### src/lsnh_pkg.sv
// Package with the types, widths and arithmetic helpers of the nearest line-sphere hit block.
`timescale 1ns / 1ps
package lsnh_pkg;

    localparam int COORD_W   = 24;
    localparam int R_W       = 22;
    localparam int DIFF_W    = 25;
    localparam int PROD_W    = 50;
    localparam int SQ_W      = 50;
    localparam int DOT_W     = 51;
    localparam int R2_W      = 44;
    localparam int SPLIT_W   = 26;
    localparam int OPND_W    = 2 * SPLIT_W;
    localparam int WIDE_W    = 4 * SPLIT_W;
    localparam int DISC_W    = 102;
    localparam int ROOT_W    = DISC_W / 2;
    localparam int REM_W     = ROOT_W + 2;
    localparam int NSQ_W     = 102;
    localparam int DIST_W    = 24;
    localparam int P_W       = 104;
    localparam int Q_W       = 74;
    localparam int CFG_IDX_W = 3;

    localparam logic [CFG_IDX_W-1:0] REG_CENTER_X = 3'd0;
    localparam logic [CFG_IDX_W-1:0] REG_CENTER_Y = 3'd1;
    localparam logic [CFG_IDX_W-1:0] REG_CENTER_Z = 3'd2;
    localparam logic [CFG_IDX_W-1:0] REG_RADIUS   = 3'd3;

    typedef struct packed {
        logic signed [COORD_W-1:0] start_x;
        logic signed [COORD_W-1:0] start_y;
        logic signed [COORD_W-1:0] start_z;
        logic signed [COORD_W-1:0] end_x;
        logic signed [COORD_W-1:0] end_y;
        logic signed [COORD_W-1:0] end_z;
    } lsnh_in_t;

    typedef struct packed {
        logic [DIST_W-1:0] near_distance;
        logic              no_hit;
    } lsnh_out_t;

    typedef struct packed {
        logic [OPND_W-1:0] hh;
        logic [OPND_W-1:0] hl;
        logic [OPND_W-1:0] lh;
        logic [OPND_W-1:0] ll;
    } lsnh_pp_t;

    typedef struct packed {
        logic              valid;
        logic              no_hit;
        logic [SQ_W-1:0]   babs;
        logic [SQ_W-1:0]   bsq;
        logic [DISC_W-1:0] disc;
        logic [REM_W-1:0]  rem;
        logic [ROOT_W-1:0] root;
    } lsnh_sqrt_t;

    typedef struct packed {
        logic              valid;
        logic              no_hit;
        logic [SQ_W-1:0]   bsq;
        logic [NSQ_W-1:0]  nsq;
        logic [P_W-1:0]    p;
        logic [Q_W-1:0]    q;
        logic [DIST_W-1:0] r;
    } lsnh_dist_t;

    // Four partial products of two operands split into halves of SPLIT_W bits.
    function automatic lsnh_pp_t pp_split(input logic [OPND_W-1:0] a, input logic [OPND_W-1:0] b);
        lsnh_pp_t pp;
        pp.hh = OPND_W'(a[OPND_W-1:SPLIT_W]) * OPND_W'(b[OPND_W-1:SPLIT_W]);
        pp.hl = OPND_W'(a[OPND_W-1:SPLIT_W]) * OPND_W'(b[SPLIT_W-1:0]);
        pp.lh = OPND_W'(a[SPLIT_W-1:0]) * OPND_W'(b[OPND_W-1:SPLIT_W]);
        pp.ll = OPND_W'(a[SPLIT_W-1:0]) * OPND_W'(b[SPLIT_W-1:0]);
        return pp;
    endfunction

    function automatic logic [WIDE_W-1:0] pp_join(input lsnh_pp_t pp);
        logic [WIDE_W-1:0] mid;
        mid = WIDE_W'(pp.hl) + WIDE_W'(pp.lh);
        return (WIDE_W'(pp.hh) << OPND_W) + (mid << SPLIT_W) + WIDE_W'(pp.ll);
    endfunction

endpackage

### src/lsnh_sqrt_cell.sv
// One cell of the square root chain: settles one root bit from one pair of radicand bits.
`timescale 1ns / 1ps
module lsnh_sqrt_cell #(
    parameter int STEP = 0
) (
    input  logic                 aclk,
    input  logic                 aresetn,
    input  logic                 en,
    input  lsnh_pkg::lsnh_sqrt_t cell_in,
    output lsnh_pkg::lsnh_sqrt_t cell_out
);
    import lsnh_pkg::*;

    logic [1:0]       pair;
    logic [REM_W+1:0] acc, trial;
    logic             ge;
    lsnh_sqrt_t       cell_next, cell_reg;

    assign pair  = cell_in.disc[DISC_W-1-2*STEP -: 2];
    assign acc   = {cell_in.rem, pair};
    assign trial = {2'b00, cell_in.root, 2'b01};
    assign ge    = (acc >= trial);

    always_comb begin
        cell_next      = cell_in;
        cell_next.rem  = ge ? REM_W'(acc - trial) : REM_W'(acc);
        cell_next.root = {cell_in.root[ROOT_W-2:0], ge};
    end

    always_ff @(posedge aclk) begin
        if (!aresetn) begin
            cell_reg.valid <= 1'b0;
        end else if (en) begin
            cell_reg.valid <= cell_next.valid;
        end
        if (en) begin
            cell_reg.no_hit <= cell_next.no_hit;
            cell_reg.babs   <= cell_next.babs;
            cell_reg.bsq    <= cell_next.bsq;
            cell_reg.disc   <= cell_next.disc;
            cell_reg.rem    <= cell_next.rem;
            cell_reg.root   <= cell_next.root;
        end
    end

    assign cell_out = cell_reg;

endmodule

### config.mk
export PLATFORM = sky130hd
export DESIGN_NAME = lsnh_sqrt_cell
export DESIGN_NICKNAME = d
export VERILOG_FILES = /design/src/lsnh_pkg.sv /design/src/lsnh_sqrt_cell.sv
export SDC_FILE = /design/constraint.sdc
export NUM_CORES = 1
export LEC_CHECK = 0
export ABC_AREA = 1
export BUFFER_PORTS_ARGS = -buffer_cell sky130_fd_sc_hd__buf_4
export CAP_MARGIN = 20
export CORE_AREA = 2 2 241 243
export DETAILED_ROUTE_END_ITERATION = 7
export DIE_AREA = 0 0 243 245
export PLACE_DENSITY = 0.6
export SLEW_MARGIN = 20
export SYNTH_ARGS = -nofsm -noshare
export SYNTH_HDL_FRONTEND = slang
export SYNTH_SLANG_ARGS = --single-unit
### constraint.sdc
create_clock -name aclk -period 2.5 [get_ports aclk]
set_input_delay 0.25 -clock aclk [delete_from_list [all_inputs] [get_ports aclk]]
set_output_delay 0.25 -clock aclk [all_outputs]
set_load 0.02 [all_outputs]
## After elaboration in Yosys (flattened, before gate mapping)

Cells that the tools add are included.

| word-level totals | value |
|---|---|
| flip-flop bits (word level) | 308 |
| bits of input ports | 311 |
| output and inout port bits | 308 |

| cells by class | value |
|---|---|
| add/subtract/negate cells | 1 |
| order comparisons | 1 |
| multiplexer cells | 1 |

Operator list:

| cell | count |
|---|---|
| $ge 55x53->1 | 1 |
| $mux 53 | 1 |
| $sub 53x53->53 | 1 |

## Logic depth before layout (Yosys ltp)

| logic depth | value |
|---|---|
| depth after elaboration | 2 |
| gate-level depth with buffers | 16 |

## Worst setup path before layout

No wires, ideal clock.

| timing path | value |
|---|---|
| path kind | input port to flip-flop |
| start | input cell_in[4] in the netlist's numbering |
| end | register cell_reg, in the netlist cell_out[61], data pin |
| setup time | 0.256 ns |
| data arrival time | 1.809 ns |
| data required time | 2.244 ns |
| path slack | 0.436 ns |
| stages on the path | 13 |
| path through | inv_1 -> ha_1 -> nand2_1 -> inv_1 -> a21oi_1 -> nand2_1 -> nand2_1 -> nand3b_1 -> nand2_2 -> nand3_4 -> buf_4 -> nand2_1 -> o21ai_1 |

RTL lines:

| element | RTL line | text |
|---|---|---|
| start, declared | lsnh_sqrt_cell.sv:9 | `input lsnh_pkg::lsnh_sqrt_t cell_in,` |
| end, declared | lsnh_sqrt_cell.sv:17 | `lsnh_sqrt_t cell_next, cell_reg;` |

==> impl_metrics.env <==
export IMPL_cp_end_kind="flip-flop"
export IMPL_tightest_slew_ps=741
export IMPL_synth_edff_count=307
export IMPL_cts_made_buffers=39
export IMPL_hold_violations=0
export IMPL_regArea_sq_um=9240
export IMPL_start_util=0.262
export IMPL_hp_class="primary input to flip-flop"
export IMPL_fp_row_count=88
export IMPL_grt_pass1_vias=15000
export IMPL_finalCritPeriodShare=0.977
export IMPL_finalSetupViolCount=0
export IMPL_cts_clk_slew_worst_paths_ps=60
export IMPL_power_density_nw_per_um2=630
export IMPL_die_x_microns=243
export IMPL_synth_nets=1916
export IMPL_cpMaxStageDelayCell="dlygate4sd3_1"
export IMPL_cp_top_family="simple AND/OR/NAND/NOR gates"
export IMPL_worstHoldStart="cell_in[57]"
export IMPL_cts_sinks=308
export IMPL_crit_chain="dlygate4sd3_1 > buf_4 > ha_1 > nand2_1 > nor2_2 > o21ai_0 > nand2_1 > nand2_1 > nand2_1 > nand3_1 > nand2_1 > nand2_1 > nand3_1 > nand2_1"
export IMPL_die_area_sq_um=59500
export IMPL_ir_drop_v=0.000575
export IMPL_cts_tree="yes"
export IMPL_relSlewSlack=0.506
export IMPL_setup_tns_ps=0
export IMPL_finClkSkew_ps=0
export IMPL_drtPass1Iterations=5
export IMPL_io_pins=619
export IMPL_fillers=5516
export IMPL_grt_pass1_wl_microns=104000
export IMPL_fin_crit_ps=2440
export IMPL_ys_warn_count=0
export IMPL_multiInputGateArea_sq_um=4680
export IMPL_synth_most_common_cell="nand2_1"
export IMPL_clockBufferDepth=3
export IMPL_hpwl_microns=59900
export IMPL_status="finished, final reports clean"
export IMPL_p_leak_nw=12.3
export IMPL_place_area_sq_um=21300
export IMPL_crit_type="primary input to flip-flop"
export IMPL_cpMostUsedCell="nand2_1"
export IMPL_rsz0062_at_grt="yes"
export IMPL_cp_max_fo=4
export IMPL_wl_per_cell_microns=22.1
export IMPL_vias_per_cell=4.28
export IMPL_die_y_microns=245
export IMPL_yosysUniqueCellTypes=33
export IMPL_overflow=0
export IMPL_final_nets=2936
export IMPL_drc=0
export IMPL_synthFlopType="edfxtp_1"
export IMPL_grt_antenna_before_repair=11
export IMPL_synth_common_cells="nand2_1, edfxtp_1, inv_1"
export IMPL_largest_reg_flops=308
export IMPL_syn2layout_area_growth_pct=71.8
export IMPL_grt_max_degree=75
export IMPL_layout_drive_gt1_share=0.339
export IMPL_whs_path_depth=3
export IMPL_grtUsageTotal=0.241
export IMPL_holdWs_ps=34.4
export IMPL_finalWorstSetupSlack_ps=57.6
export IMPL_yosys_area_top_type_share=0.616
export IMPL_crit_buf_inv=2
export IMPL_fmax_mhz=409
export IMPL_drv_cap=0
export IMPL_worst_path_largest_cell_delay_ps=540
export IMPL_min_to="cell_out[59]"
export IMPL_ys_ff_latch=308
export IMPL_yosys_area_top_type="edfxtp_1"
export IMPL_clk_latency_ps=550
export IMPL_routed_wl_microns=74700
export IMPL_required_ps=2810
export IMPL_drt_iter0_markers=739
export IMPL_vias=14400
export IMPL_synthCells=1552
export IMPL_place_inst=3023
export IMPL_dp_slack_ps=-47.6
export IMPL_syn_cell_area_sq_um=15000
export IMPL_core_area_sq_um=57000
export IMPL_htree_levels=2
export IMPL_gp_congestion=0.933
export IMPL_portBuffers=618
export IMPL_antenna_left=0
export IMPL_ys_seq_area_frac=0.617
export IMPL_design_area_sq_um=25700
export IMPL_finalNonFillerCells=3373
export IMPL_arrival_ps=2750
export IMPL_reg2reg_setup_slack_ps=1300
export IMPL_postSynth_asyncResetShare=0
export IMPL_rr_startpoint="cell_out[307]"
export IMPL_slew_violations=0
export IMPL_r2r_end="cell_out[307]"
export IMPL_netlist_top_cells_area="edfxtp_1, nand2_1, inv_1"
export IMPL_r2r_cells=3
export IMPL_startpoint_type="primary input"
export IMPL_root_buffer="clkbuf_16"
export IMPL_avgSynthCellArea_sq_um=9.65
-- worst max path at each step --
stage | from | end | slack [ps] | depth (start not counted)
2_1_floorplan | cell_in[4] | cell_out[61] | 440 | 13
3_3_place_gp | cell_in[32] | cell_out[102] | -50 | 14
3_5_place_dp | cell_in[28] | cell_out[75] | -50 | 13
4_1_cts | cell_in[28] | cell_out[75] | 1 | 14
5_1_grt | cell_in[29] | cell_out[84] | -20 | 16
6_report | cell_in[55] | cell_out[79] | 60 | 14
-- metrics by stage --
stage	utilization	power, mW
floorplan	-	8.10
global placement	0.374	10.1
detailed placement	0.374	10.1
CTS	0.444	16.3
global route	0.451	16.8
finish	0.451	16.2
-- tightest hold or removal path: cells and delay by family --
| kind | cells | cell delay, ps |
|---|---|---|
| compound gates | 1 | 110 |
| buf+inv | 2 | 120 |
-- placed cells by master (no fill, tap or decap), types with 8 or more instances in the layout --
cell / n
clkinv_1: 9
inv_1: 307
ha_4: 10
clkinv_2: 8
edfxtp_1: 307
clkbuf_16: 41
inv_2: 22
xor2_1: 27
dlygate4sd3_1: 266
nor2_2: 14
nand3b_1: 14
ha_2: 9
buf_12: 9
nand4_1: 36
a21oi_1: 33
nand2_2: 21
nor2_4: 8
nor2_1: 75
nand3_1: 58
nand2_1: 499
ha_1: 34
o21ai_1: 28
buf_4: 710
-- routing by layer --
metal  wire length, microns  vias to the layer above  global-route usage
met1                  29400                     6825               0.282
li1                       -                     7017                   -
met5                     55                        -                   0
met3                   4200                       87              0.0475
met2                  39000                      493               0.445
met4                   2000                       10              0.0718
-- where the power goes --
| part | leakage, nW | switching (mW) | internal, mW | total [mW] |
|---|---|---|---|---|
| clock | 0.611 | 2.33 | 3.35 | 5.68 |
| combinational | 8.68 | 2.31 | 1.77 | 4.08 |
| sequential | 3.01 | 0.180 | 6.25 | 6.43 |
-- kinds of logic (layout without fill, tap and decap cells) --
| family | Yosys count | after routing | share of synthesized area |
|---|---|---|---|
| and+or+nand+nor | 743 | 743 | 0.206 |
| buffers and inverters | 348 | 1397 | 0.0905 |
| DFF | 308 | 308 | 0.617 |
| AOI/OAI and AO/OA | 72 | 72 | 0.0258 |
| adders and majority gates | 53 | 53 | 0.0443 |
| xor gates and xnor gates | 28 | 28 | 0.0164 |
| other | 0 | 7 | 0 |
-- what timing repair did --
action                                  4_1_cts  5_1_grt
resized for setup                             0       77
endpoints found under the setup margin        0       53
hold buffers                                269        0
setup buffers                                 0        1
hold endpoints to repair                    268        0
-- area by class of cell --
cell class | count | area share
clock buffers | 47 | 0.0399
repair buffers | 993 | 0.323
well taps | 765 | 0.0372
flip-flops and latches | 308 | 0.359
diodes | 7 | 0.000681
clock inverters | 23 | 0.00953
multi-input cells | 896 | 0.182
inverters | 334 | 0.0487
(Power assumes the default switching activity.)
