--- src/lsnh_pkg.sv ---
// Package with the types, widths and arithmetic helpers of the nearest line-sphere hit block.
`timescale 1ns / 1ps
package lsnh_pkg;

    localparam int COORD_W   = 24;
    localparam int R_W       = 22;
    localparam int DIFF_W    = 25;
    localparam int PROD_W    = 50;
    localparam int SQ_W      = 50;
    localparam int DOT_W     = 51;
    localparam int R2_W      = 44;
    localparam int SPLIT_W   = 26;
    localparam int OPND_W    = 2 * SPLIT_W;
    localparam int WIDE_W    = 4 * SPLIT_W;
    localparam int DISC_W    = 102;
    localparam int ROOT_W    = DISC_W / 2;
    localparam int REM_W     = ROOT_W + 2;
    localparam int NSQ_W     = 102;
    localparam int DIST_W    = 24;
    localparam int P_W       = 104;
    localparam int Q_W       = 74;
    localparam int CFG_IDX_W = 3;

    localparam logic [CFG_IDX_W-1:0] REG_CENTER_X = 3'd0;
    localparam logic [CFG_IDX_W-1:0] REG_CENTER_Y = 3'd1;
    localparam logic [CFG_IDX_W-1:0] REG_CENTER_Z = 3'd2;
    localparam logic [CFG_IDX_W-1:0] REG_RADIUS   = 3'd3;

    typedef struct packed {
        logic signed [COORD_W-1:0] start_x;
        logic signed [COORD_W-1:0] start_y;
        logic signed [COORD_W-1:0] start_z;
        logic signed [COORD_W-1:0] end_x;
        logic signed [COORD_W-1:0] end_y;
        logic signed [COORD_W-1:0] end_z;
    } lsnh_in_t;

    typedef struct packed {
        logic [DIST_W-1:0] near_distance;
        logic              no_hit;
    } lsnh_out_t;

    typedef struct packed {
        logic [OPND_W-1:0] hh;
        logic [OPND_W-1:0] hl;
        logic [OPND_W-1:0] lh;
        logic [OPND_W-1:0] ll;
    } lsnh_pp_t;

    typedef struct packed {
        logic              valid;
        logic              no_hit;
        logic [SQ_W-1:0]   babs;
        logic [SQ_W-1:0]   bsq;
        logic [DISC_W-1:0] disc;
        logic [REM_W-1:0]  rem;
        logic [ROOT_W-1:0] root;
    } lsnh_sqrt_t;

    typedef struct packed {
        logic              valid;
        logic              no_hit;
        logic [SQ_W-1:0]   bsq;
        logic [NSQ_W-1:0]  nsq;
        logic [P_W-1:0]    p;
        logic [Q_W-1:0]    q;
        logic [DIST_W-1:0] r;
    } lsnh_dist_t;

    // Four partial products of two operands split into halves of SPLIT_W bits.
    function automatic lsnh_pp_t pp_split(input logic [OPND_W-1:0] a, input logic [OPND_W-1:0] b);
        lsnh_pp_t pp;
        pp.hh = OPND_W'(a[OPND_W-1:SPLIT_W]) * OPND_W'(b[OPND_W-1:SPLIT_W]);
        pp.hl = OPND_W'(a[OPND_W-1:SPLIT_W]) * OPND_W'(b[SPLIT_W-1:0]);
        pp.lh = OPND_W'(a[SPLIT_W-1:0]) * OPND_W'(b[OPND_W-1:SPLIT_W]);
        pp.ll = OPND_W'(a[SPLIT_W-1:0]) * OPND_W'(b[SPLIT_W-1:0]);
        return pp;
    endfunction

    function automatic logic [WIDE_W-1:0] pp_join(input lsnh_pp_t pp);
        logic [WIDE_W-1:0] mid;
        mid = WIDE_W'(pp.hl) + WIDE_W'(pp.lh);
        return (WIDE_W'(pp.hh) << OPND_W) + (mid << SPLIT_W) + WIDE_W'(pp.ll);
    endfunction

endpackage

--- src/lsnh_dist_cell.sv ---
// One cell of the distance chain: decides one distance bit by testing r*r*B against n*n.
`timescale 1ns / 1ps
module lsnh_dist_cell #(
    parameter int BIT = 0
) (
    input  logic                 aclk,
    input  logic                 aresetn,
    input  logic                 en,
    input  lsnh_pkg::lsnh_dist_t cell_in,
    output lsnh_pkg::lsnh_dist_t cell_out
);
    import lsnh_pkg::*;

    logic [P_W-1:0] cand;
    logic           take;
    lsnh_dist_t     cell_next, cell_reg;

    // (r + 2^k)^2 * B = r^2*B + 2^(k+1) * r*B + 2^(2k) * B
    assign cand = cell_in.p + (P_W'(cell_in.q) << (BIT + 1)) + (P_W'(cell_in.bsq) << (2 * BIT));
    assign take = (cand <= P_W'(cell_in.nsq));

    always_comb begin
        cell_next = cell_in;
        if (take) begin
            cell_next.p      = cand;
            cell_next.q      = cell_in.q + (Q_W'(cell_in.bsq) << BIT);
            cell_next.r[BIT] = 1'b1;
        end
    end

    always_ff @(posedge aclk) begin
        if (!aresetn) begin
            cell_reg.valid <= 1'b0;
        end else if (en) begin
            cell_reg.valid <= cell_next.valid;
        end
        if (en) begin
            cell_reg.no_hit <= cell_next.no_hit;
            cell_reg.bsq    <= cell_next.bsq;
            cell_reg.nsq    <= cell_next.nsq;
            cell_reg.p      <= cell_next.p;
            cell_reg.q      <= cell_next.q;
            cell_reg.r      <= cell_next.r;
        end
    end

    assign cell_out = cell_reg;

endmodule

--- config.mk ---
export PLATFORM = sky130hd
export DESIGN_NAME = lsnh_dist_cell
export DESIGN_NICKNAME = d
export VERILOG_FILES = /design/src/lsnh_pkg.sv /design/src/lsnh_dist_cell.sv
export SDC_FILE = /design/constraint.sdc
export NUM_CORES = 1
export LEC_CHECK = 0
export BUFFER_PORTS_ARGS = -buffer_cell sky130_fd_sc_hd__buf_2
export CAP_MARGIN = 20
export CORE_AREA = 2 2 276 278
export CTS_CLUSTER_SIZE = 14
export DETAILED_ROUTE_END_ITERATION = 8
export DIE_AREA = 0 0 278 280
export HOLD_SLACK_MARGIN = 0.06
export PLACE_DENSITY = 0.61
export SKIP_CTS_REPAIR_TIMING = 1
export SLEW_MARGIN = 20
export SYNTH_ARGS = -nofsm -noshare
export SYNTH_HDL_FRONTEND = slang
export SYNTH_SLANG_ARGS = --single-unit
--- constraint.sdc ---
create_clock -name aclk -period 15.1 [get_ports aclk]
set_input_delay 0.755 -clock aclk [delete_from_list [all_inputs] [get_ports aclk]]
set_output_delay 0.755 -clock aclk [all_outputs]
set_load 0.02 [all_outputs]
## Word level (Yosys, flattened, before mapping)

Cells that the tools add are included.

- Flip-flop bits (word level): 356
- Bits in latches: 0
- Memory bits (writable): 0
- Memory bits (read-only): 0
- Bits of input ports: 359
- Word-level logic and storage cells: 13
- Memories: 0

- Add/sub/neg operators: 3
- $mul: 0
- Div/mod/pow operators: 0
- Order comparisons: 1
- Equal/unequal tests: 0
- Shift-type cells: 0
- Muxes and demuxes: 1
- Bitwise operators: 0
- Reduce and logical (&&, ||, !) cells: 0

Operator list:

| operator | number |
|---|---|
| 178-bit two-way mux | 1 |
| 104-bit by 50-bit adder with 104-bit output | 1 |
| 104-bit by 75-bit adder with 104-bit output | 1 |
| 104-bit by 102-bit <= comparator with 1-bit output | 1 |
| 74-bit by 50-bit adder with 74-bit output | 1 |

## Depth between registers and ports, before layout

Gate-level depths: netlist of run 1.

- Depth after elaboration: 4
- Gate-level depth with buffers: 31
- Depth with buffers taken out: 29

## Worst setup path after synthesis of run 1

Ideal clock, no wire load.

- Kind: input to register
- Start point: input port cell_in[24] in the netlist's numbering
- End point: register cell_reg, in the netlist cell_out[123] (data pin)
- Library setup time: 0.262 ns
- Data arrival time: 6.373 ns
- Path slack: 8.465 ns
- Stages on the path: 30
- Cell sequence: fa_1 ha_1 fa_1 a211oi_2 o21ai_1 a211oi_1 o21ai_1 a32oi_1 o31a_1 nor2_1 o2111a_1 a211o_1 a221o_1 a221o_1 xor2_1 ha_1 a21o_1 a21oi_1 nor2b_1 o21ai_0 o211ai_1 nand2_1 o21ai_0 a211oi_1 o21a_1 o22ai_2 buf_6 buf_6 buf_4 mux2_1

RTL lines:

| what | line | text |
|---|---|---|
| from (decl) | lsnh_dist_cell.sv:9 | `input lsnh_pkg::lsnh_dist_t cell_in,` |
| to (decl) | lsnh_dist_cell.sv:16 | `lsnh_dist_t cell_next, cell_reg;` |

==> results of run 1 <==
-- stage by stage --
| step | instances | area (µm²) | total power [mW] |
|---|---|---|---|
| floorplan | 2258 | 24800 | 2.05 |
| global placement | 3893 | 29400 | 2.50 |
| detailed placement | 3893 | 29400 | 2.51 |
| CTS | 3975 | 30900 | 3.63 |
| global route | 3979 | 30900 | 3.80 |
| finish | 3980 | 30900 | 3.61 |
-- final cells by class --
cell class,instances,area [µm²]
Clock inverter,25,300
Timing Repair Buffer,724,3660
Tap cell,978,1220
Fill cell,7376,44300
Inverter,138,518
Antenna cell,5,12.5
Clock buffer,57,1200
Multi-Input combinational cell,1697,13300
Sequential cell,356,10700
-- how the worst min path moves through the flow --
stage / start / endpoint / slack, ns / cells after the start
finish: cell_in[12] / cell_out[12] / 0.36 / 1
global route: cell_in[18] / cell_out[18] / 0.32 / 1
CTS: cell_in[18] / cell_out[18] / 0.32 / 1
detailed placement: cell_out[355] / cell_out[355] / 0.51 / 2
global placement: cell_out[355] / cell_out[355] / 0.49 / 2
floorplan: cell_out[355] / cell_out[355] / 0.59 / 2
-- report_power, final --
part / switching, mW / internal (mW)
clock network: 0.446 / 0.667
registers: 0.0258 / 1.20
logic: 0.812 / 0.465
-- cells by family (layout without fill, tap and decap cells) --
family | after synthesis | count (layout) | share of synthesized area
buffers and inverters | 205 | 944 | 0.0347
AOI/OAI and AO/OA | 563 | 563 | 0.147
xor gates and xnor gates | 192 | 192 | 0.0677
adders and majority gates | 304 | 304 | 0.169
muxes | 84 | 84 | 0.0380
DFF | 356 | 356 | 0.430
and+or+nand+nor | 554 | 554 | 0.114
other | 0 | 5 | 0
-- layer usage --
metal	vias to the layer above	global-route usage	part of all wire
li1	9826	-	-
met1	9889	0.263	0.41
met2	769	0.372	0.50
met3	100	0.0442	0.069
met4	0	0.0622	0.025
met5	-	0	0
-- cell usage in the layout, fill, tap and decap left out, types with 17 or more instances in the layout --
cell type,n
clkbuf_16,46
nand2_1,171
mux2_2,33
o21ai_0,136
buf_2,713
nand4_1,47
mux2_1,50
fa_1,51
a21oi_1,161
nor3_1,29
and3_1,23
inv_1,138
ha_1,253
a21o_1,103
xnor2_1,97
nand2b_1,18
nor2_1,122
edfxtp_1,355
nor2b_1,17
nand3_1,50
xor2_1,95
-- worst max-delay path: stages --
cell and delay, ns:
buf_2 0.18, fa_1 0.55, ha_1 0.34, a211oi_1 0.48
o211ai_1 0.34, a311oi_1 0.36, a21o_1 0.28, o311a_4 0.24
o21ai_0 0.20, a21oi_1 0.50, nor2_1 0.10, a31o_2 0.30
a21oi_1 0.27, xnor2_1 0.15, ha_1 0.30, nand4_1 0.18
nor4_2 0.83, o21ai_0 0.16, a21oi_1 0.19, nor4_1 0.09
o21a_1 0.24, o22ai_4 0.16, buf_4 0.70, buf_4 0.79
mux2_2 0.41
==> out/results.tsv, run 1 <==
stage	metric	value	unit
sta	hold_viol	0	
route	dr.pass1.iters	5	
yosys	synth_area_leaders	edfxtp_1 43%, ha_1 13%, fa_1 4.1%	
global_route	grt_max_degree	83	
global_route	grt_usage	0.212	
route	totalWireLength	86.2	mm
yosys	synth_fp_nets	2921	
route	detail_route.wl_per_cell	21.7	µm
die	dieArea	77800	µm²
global_route	grt_pass1_vias	20400	
clock_tree	cts_buffer_depth	3	
cells_and_area	largest_reg_flops	356	
route	antenna_left	0	
sta	fmax	111	MHz
yosys	ys.flop_type	edfxtp_1	
yosys	ys_seq_area_frac	0.430	
yosys	yosysWarnings	0	
sta	fin_skew	0	ns
yosys	syn_area	24800	µm²
die	core-area	75200	µm²
cells_and_area	final_util	0.411	
yosys	synth_common_cells	355 x edfxtp_1, 253 x ha_1, 171 x nand2_1	
yosys	synth.distinct_cells	94	
clock_tree	numClockSinks	356	
setup_path	cp-start-kind	input port	
sta	slew_headroom	0.358	
sta	final-setup-viol-count	0	
route	drt-initial-drc-count	1336	
sta	fin_ws	6.11	ns
setup_path	path_class	input port to flip-flop	
setup_path	crit_path_end_kind	flip-flop	
yosys	postSynth.asyncResetShare	0	
clock_tree	cts_inserted_buffers	44	
die	initial_utilization	0.330	
sta	slew_viol_final	0	
placed_design	pre_cts_ws	5.58	ns
placed_design	io_buffers	714	
cells_and_area	final_nets	3624	
sta	worst-slew-pin-transition	0.963	ns
route	drc	0	
pwr	power_density	117	nW/µm²
setup_path	arrival	9.31	ns
sta	post-route-period-util	0.596	
cells_and_area	area_growth	24.4	%
yosys	yosys.area.top_type	edfxtp_1	
sta	rsz0062_at_grt	no	
global_route	antenna_found_initial	9	
clock_tree	clockRootBuffer	clkbuf_16	
die	fp-row-count	101	
placed_design	dpl.hpwl	71.2	mm
pwr	ir_worst_vdd	82.9	µV
setup_path	r2r-end	cell_out[355]	
die	die_h	280	µm
clock_tree	cts.clk_slew.worst_paths	0.06	ns
global_route	grt.overflow.total	0	
yosys	synthCells	2258	
run	drv_cap	0	
global_route	grt_first_pass_wirelength	126	mm
yosys	synth_area_per_cell	11.0	µm²
pwr	cellLeakagePower	13.8	nW
yosys	synth_most_common_cell	edfxtp_1	
die	dieWidth	278	µm
route	vias_per_cell	5.17	
setup_path	cp-startpoint	cell_in[25]	
sta	whs	0.358	ns
run_status	status	complete, no violations	
yosys	ys_ff_latch	356	
clock_tree	h-tree-depth	2	
placed_design	gp_congestion	0.965	
setup_path	rr_worst_depth	2	
sta	min_period	8.99	ns
cells_and_area	drive_gt1_frac	0.294	
setup_path	rr_startpoint	cell_out[355]	
yosys	synth_top_area_share	0.429	
die	io_pins	715	
sta	fin_tns_setup	0	ns
setup_path	r2r_slack	14.52	ns
clock_tree	insertion_delay	0.57	ns
setup_path	critPathRequiredTime	15.42	ns
route	vias	20600	
setup_path	cp_max_fo	74	
clock_tree	cts_tree	built	
setup_path	crit_end	cell_out[54]	
yosys	synth_edf_count	355	
hold_path	hold_path.class	input port to flip-flop	
Note: power is estimated with default switching activity, not from simulation.
==> run 2, diff against run 1 <==
--- a/config.mk
+++ b/config.mk
@@ -12,7 +12,7 @@
 export DETAILED_ROUTE_END_ITERATION = 8
 export DIE_AREA = 0 0 278 280
 export HOLD_SLACK_MARGIN = 0.06
-export PLACE_DENSITY = 0.61
+export PLACE_DENSITY = 0.63
 export SKIP_CTS_REPAIR_TIMING = 1
 export SLEW_MARGIN = 20
 export SYNTH_ARGS = -nofsm -noshare
==> constraint.sdc (replaced) <==
create_clock -name aclk -period 8.1 [get_ports aclk]
set_input_delay 0.405 -clock aclk [delete_from_list [all_inputs] [get_ports aclk]]
set_output_delay 0.405 -clock aclk [all_outputs]
set_load 0.02 [all_outputs]
==> out/results.tsv, run 2 (synthesis results as in run 1) <==
stage	metric	value	unit	change
cells_and_area	final_cells	4115		+3.4%
cells_and_area	final_area	32200	µm²	+4.2%
die	core-area	75200	µm²	unchanged
sta	post-route-period-util	0.937		
pwr	p_int	4.19	mW	+80%
cells_and_area	drive_gt1_frac	0.284		-0.0101
setup_path	crit_path_end_kind	flip-flop		
clock_tree	cts_tree	built		
setup_path	path_delay_family	compound AO/OA/AOI/OAI gates		
global_route	grt_first_pass_wirelength	128	mm	+1.4%
placed_design	place_area	29600	µm²	+0.67%
sta	fin_skew	0	ns	unchanged
clock_tree	cts_inserted_buffers	42		-4.5%
sta	fmax	132	MHz	
pwr	power.share.clock	0.279		-0.029
route	vias	21200		+3.1%
pwr	pwr-share-comb	0.373		+0.019
cells_and_area	fill_cells	7187		-2.6%
sta	min_period	7.59	ns	
die	fp-row-count	101		unchanged
sta	hold_viol	0		unchanged
hold_path	hold_depth	1		unchanged
sta	whs	0.0818	ns	-0.276 ns
route	vias_per_cell	5.16		-0.28%
pwr	swShare	0.360		+0.00500
clock_tree	insertion_delay	0.56	ns	about the same
setup_path	cp_max_fo	32		-57%
placed_design	gp_congestion	0.925		-4.1%
sta	final-setup-viol-count	0		unchanged
setup_path	arrival	7.89	ns	-1.42 ns
route	detail_route.wl_per_cell	21.5	µm	-0.61%
setup_path	path_buf_inv	6		+3
die	dieArea	77800	µm²	unchanged
placed_design	dpl.hpwl	72.2	mm	+1.3%
cells_and_area	mostFrequentLayoutCell	buf_2		
global_route	grt.overflow.total	0		unchanged
cells_and_area	largest_reg_flops	356		unchanged
sta	rsz0062_at_grt	no		
die	dieWidth	278	µm	unchanged
clock_tree	cts_buffer_depth	3		unchanged
pwr	p_sw	2.36	mW	+84%
pwr	pwr-share-seq	0.348		+0.010
global_route	grt_max_degree	153		+84%
cells_and_area	area_growth	29.6	%	
die	die_h	280	µm	unchanged
route	drt-initial-drc-count	1263		-5.5%
pwr	ir_worst_vdd	140	µV	+69%
cells_and_area	final_nets	3770		+4.0%
clock_tree	cts.clk_slew.worst_paths	0.06	ns	about the same
pwr	power_density	204	nW/µm²	+74%
sta	slew_headroom	0.278		-0.0801
pwr	cellLeakagePower	14.3	nW	+4.2%
setup_path	cp_slowest_cell	dlygate4sd3_1		
placed_design	dp_cells	3910		+0.44%
clock_tree	clockRootBuffer	clkbuf_16		
run	drv_cap	0		unchanged
cells_and_area	regArea	10700	µm²	unchanged
clock_tree	numClockSinks	356		unchanged
setup_path	rr_worst_depth	2		unchanged
clock_tree	h-tree-depth	2		unchanged
sta	worst-slew-pin-transition	1.08	ns	+0.120 ns
setup_path	critPathMaxStageDelay	0.57	ns	-0.26 ns
route	antenna_left	0		unchanged
global_route	grt_pass1_vias	20600		+1.3%
setup_path	path_depth	34		+36%
cells_and_area	layout_common_cells	713 x buf_2, 355 x edfxtp_1, 253 x ha_1, 171 x nand2_1, 161 x a21oi_1		
route	dr.pass1.iters	7		+2
setup_path	path_class	input port to flip-flop		
global_route	antenna_found_initial	6		-3
run_status	status	complete, no violations		
sta	fin_tns_setup	0	ns	unchanged
route	totalWireLength	88.6	mm	+2.8%
sta	slew_viol_final	0		unchanged
hold_path	hold_path.class	input port to flip-flop		
setup_path	critPathRequiredTime	8.40	ns	-7.02 ns
die	initial_utilization	0.330		unchanged
placed_design	io_buffers	714		unchanged
cells_and_area	multi_input_area	13300	µm²	unchanged
global_route	grt_usage	0.215		+0.00247
die	io_pins	715		unchanged
route	drc	0		unchanged
setup_path	cp-start-kind	input port		
-- run 2: cell types whose count changed in the layout (fill, tap and decap cells not counted), sizes merged --
| cell | previous run | this run |
|---|---|---|
| inv | 140 | 141 |
| clkinvlp | 4 | 0 |
| dlygate4sd3 | 0 | 131 |
| clkinv | 13 | 15 |
| clkbuf | 57 | 53 |
| bufinv | 6 | 1 |
| buf | 724 | 741 |
| diode | 5 | 2 |
-- run 2: metrics by stage --
step / setup WS [ns] / total power [mW] / util
after floorplan: 1.81 / 3.82 / -
after global placement: 0.178 / 4.69 / 0.394
after detailed placement: 0.0615 / 4.69 / 0.394
after CTS: 0.622 / 6.55 / 0.411
after global routing: 0.0665 / 6.91 / 0.428
final: 0.510 / 6.56 / 0.428
-- run 2: path summary, 6_finish.rpt --
kind                  from             to  slack, ns
max           cell_in[304]   cell_out[90]       0.51
min           cell_in[341]  cell_out[341]       0.08
max reg2reg  cell_out[355]  cell_out[355]       7.49
min reg2reg  cell_out[355]  cell_out[355]       0.53
-- run 2: power by group through the flow --
stage	clock, mW	sequential, mW	combinational, mW
finish	1.83	2.28	2.45
global route	1.94	2.30	2.68
CTS	1.87	2.28	2.39
detailed placement	0	2.32	2.38
global placement	0	2.32	2.37
floorplan	0	2.54	1.28
-- run 2: routing by layer --
metal  track usage  up-vias  wire, µm
met3        0.0442      127      5940
met4        0.0596        2      2360
met5             0        -        13
met2         0.376      835     43900
li1              -    10100         -
met1         0.267    10200     36400
-- run 2: area by class of cell --
| class | count | area share |
|---|---|---|
| timing repair buffer | 872 | 0.161 |
| clock buffer | 53 | 0.0359 |
| clock inverter | 19 | 0.00404 |
| inverter | 138 | 0.0161 |
| antenna | 2 | 0.000155 |
| sequential | 356 | 0.332 |
| multi-input combinational | 1697 | 0.413 |
| tap | 978 | 0.0380 |
==> run 3, diff against run 2 <==
--- a/config.mk
+++ b/config.mk
@@ -7,12 +7,13 @@
 export LEC_CHECK = 0
 export BUFFER_PORTS_ARGS = -buffer_cell sky130_fd_sc_hd__buf_2
 export CAP_MARGIN = 20
-export CORE_AREA = 2 2 276 278
+export CORE_AREA = 5 5 279 281
 export CTS_CLUSTER_SIZE = 14
 export DETAILED_ROUTE_END_ITERATION = 8
-export DIE_AREA = 0 0 278 280
+export DIE_AREA = 0 0 284 286
 export HOLD_SLACK_MARGIN = 0.06
-export PLACE_DENSITY = 0.63
+export PLACE_DENSITY = 0.55
+export REMOVE_ABC_BUFFERS = 1
 export SKIP_CTS_REPAIR_TIMING = 1
 export SLEW_MARGIN = 20
 export SYNTH_ARGS = -nofsm -noshare
==> out/results.tsv, run 3 (synthesis results as in run 1) <==
stage	metric	value	unit	change
placed_design	dpl.hpwl	72.5	mm	+0.50%
sta	slew_viol_final	0		unchanged
route	drt-initial-drc-count	1378		+9.1%
die	core-area	75200	µm²	unchanged
die	dieWidth	284	µm	+2.2%
setup_path	cp_slowest_cell	dlygate4sd3_1		
die	initial_utilization	0.330		unchanged
setup_path	critPathRequiredTime	8.42	ns	+0.02 ns
placed_design	io_buffers	714		unchanged
route	totalWireLength	88.4	mm	-0.15%
die	die_h	286	µm	+2.1%
cells_and_area	area_growth	29.9	%	
hold_path	hold_path.class	input port to flip-flop		
sta	post-route-period-util	0.934		-0.00280
clock_tree	insertion_delay	0.57	ns	about the same
pwr	power_density	206	nW/µm²	+1.0%
route	dr.pass1.iters	5		-2
run	drv_cap	0		unchanged
setup_path	cp_max_fo	31		-3.1%
cells_and_area	largest_reg_flops	356		unchanged
clock_tree	cts.clk_slew.worst_paths	0.06	ns	about the same
route	detail_route.wl_per_cell	21.5	µm	-0.20%
sta	fin_skew	0	ns	unchanged
pwr	cellLeakagePower	14.4	nW	+0.14%
clock_tree	cts_tree	built		
global_route	grt_first_pass_wirelength	127	mm	-0.27%
global_route	grt_max_degree	151		-1.3%
clock_tree	cts_inserted_buffers	43		+2.4%
sta	rsz0062_at_grt	no		
cells_and_area	regArea	10700	µm²	unchanged
sta	min_period	7.57	ns	-0.0227 ns
die	io_pins	715		unchanged
global_route	grt_pass1_vias	20400		-1.4%
clock_tree	numClockSinks	356		unchanged
setup_path	cp_common_cell	a21oi_1		
run_status	status	complete, no violations		
sta	whs	0.0461	ns	-0.0357 ns
placed_design	gp_congestion	0.906		-2.1%
sta	worst-slew-pin-transition	1.01	ns	-0.0704 ns
cells_and_area	final_nets	3770		unchanged
sta	hold_viol	0		unchanged
clock_tree	clockRootBuffer	clkbuf_16		
cells_and_area	mostFrequentLayoutCell	buf_2		
sta	final-setup-viol-count	0		unchanged
pwr	ir_worst_vdd	151	µV	+7.2%
global_route	grt_usage	0.203		-0.0122
sta	slew_headroom	0.325		+0.0469
clock_tree	h-tree-depth	2		unchanged
route	antenna_left	0		unchanged
die	dieArea	81200	µm²	+4.3%
setup_path	r2r_slack	7.51	ns	+0.02 ns
setup_path	cp-start-kind	input port		
route	vias	20800		-2.0%
global_route	antenna_found_initial	3		-3
cells_and_area	layout_common_cells	713 x buf_2, 355 x edfxtp_1, 253 x ha_1, 171 x nand2_1, 161 x a21oi_1		
setup_path	path_class	input port to flip-flop		
sta	fin_tns_setup	0	ns	unchanged
route	drc	0		unchanged
cells_and_area	fill_cells	7292		+1.5%
setup_path	critPathMaxStageDelay	0.55	ns	-0.02 ns
clock_tree	cts_buffer_depth	3		unchanged
cells_and_area	multi_input_area	13300	µm²	unchanged
sta	fmax	132	MHz	+0.30%
setup_path	crit_path_end_kind	flip-flop		
global_route	grt.overflow.total	0		unchanged
setup_path	arrival	7.89	ns	about the same
cells_and_area	drive_gt1_frac	0.282		-0.00123
route	vias_per_cell	5.05		-2.0%
die	fp-row-count	101		unchanged
run 3: cell count changes in the layout (fill, tap and decap cells not counted):
cell / change
buf_12: -1
buf_4: -5
bufinv_16: +3
clkbuf_1: -1
clkbuf_16: -1
clkinv_1: +2
clkinv_2: -1
clkinv_8: +1
clkinvlp_4: +2
diode_2: -1
dlygate4sd3_1: +5
inv_8: -1
run 3: per-layer routing:
metal  wire [µm]  share of wire  track usage  vias to the layer above
met3        6190          0.070       0.0476                       96
met1       37000           0.42        0.258                     9845
li1            -              -            -                    10100
met4        2100          0.024       0.0500                        4
met2       43200           0.49        0.349                      751
met5          27        0.00031            0                        -
run 3: path summary, 6_finish.rpt:
path                               startpoint       endpoint  depth (start not counted)
worst max-delay path             cell_in[307]   cell_out[78]                         30
worst max register to register  cell_out[355]  cell_out[355]                          2
worst min register to register  cell_out[355]  cell_out[355]                          2
worst min-delay path                  aresetn  cell_out[355]                          2
run 3: report_power, final:
| group | total (mW) | internal (mW) | switching (mW) |
|---|---|---|---|
| sequential | 2.28 | 2.23 | 0.0481 |
| combinational | 2.43 | 0.915 | 1.51 |
| clock | 1.93 | 1.12 | 0.812 |
| total | 6.64 | 4.27 | 2.37 |
run 3: stage by stage:
stage	util	instance area, µm²	std cells	total power [mW]	worst slack, ns
finish	0.429	32300	4117	6.64	0.533
global route	0.429	32300	4116	7.03	0.100
CTS	0.411	30900	3980	6.66	0.985
detailed placement	0.393	29500	3904	4.69	0.403
global placement	0.393	29500	3904	4.70	0.389
floorplan	-	24500	2191	3.81	-2.54
run 3: worst max-delay path, delay by kind of cell:
family / cells / cell delay (ns)
and+or+nand+nor: 5 / 0.97
adders and majority gates: 3 / 1.00
buffers and inverters: 4 / 1.10
AOI/OAI and AO/OA: 16 / 4.05
xor gates and xnor gates: 2 / 0.33
run 3: cell type report:
| type | instances | area share |
|---|---|---|
| diodes | 1 | 0.0000775 |
| clock buffers | 51 | 0.0349 |
| clock inverters | 25 | 0.00752 |
| inverters | 138 | 0.0161 |
| multi-input cells | 1697 | 0.412 |
| flip-flops and latches | 356 | 0.331 |
| well taps | 978 | 0.0379 |
| repair buffers | 871 | 0.160 |
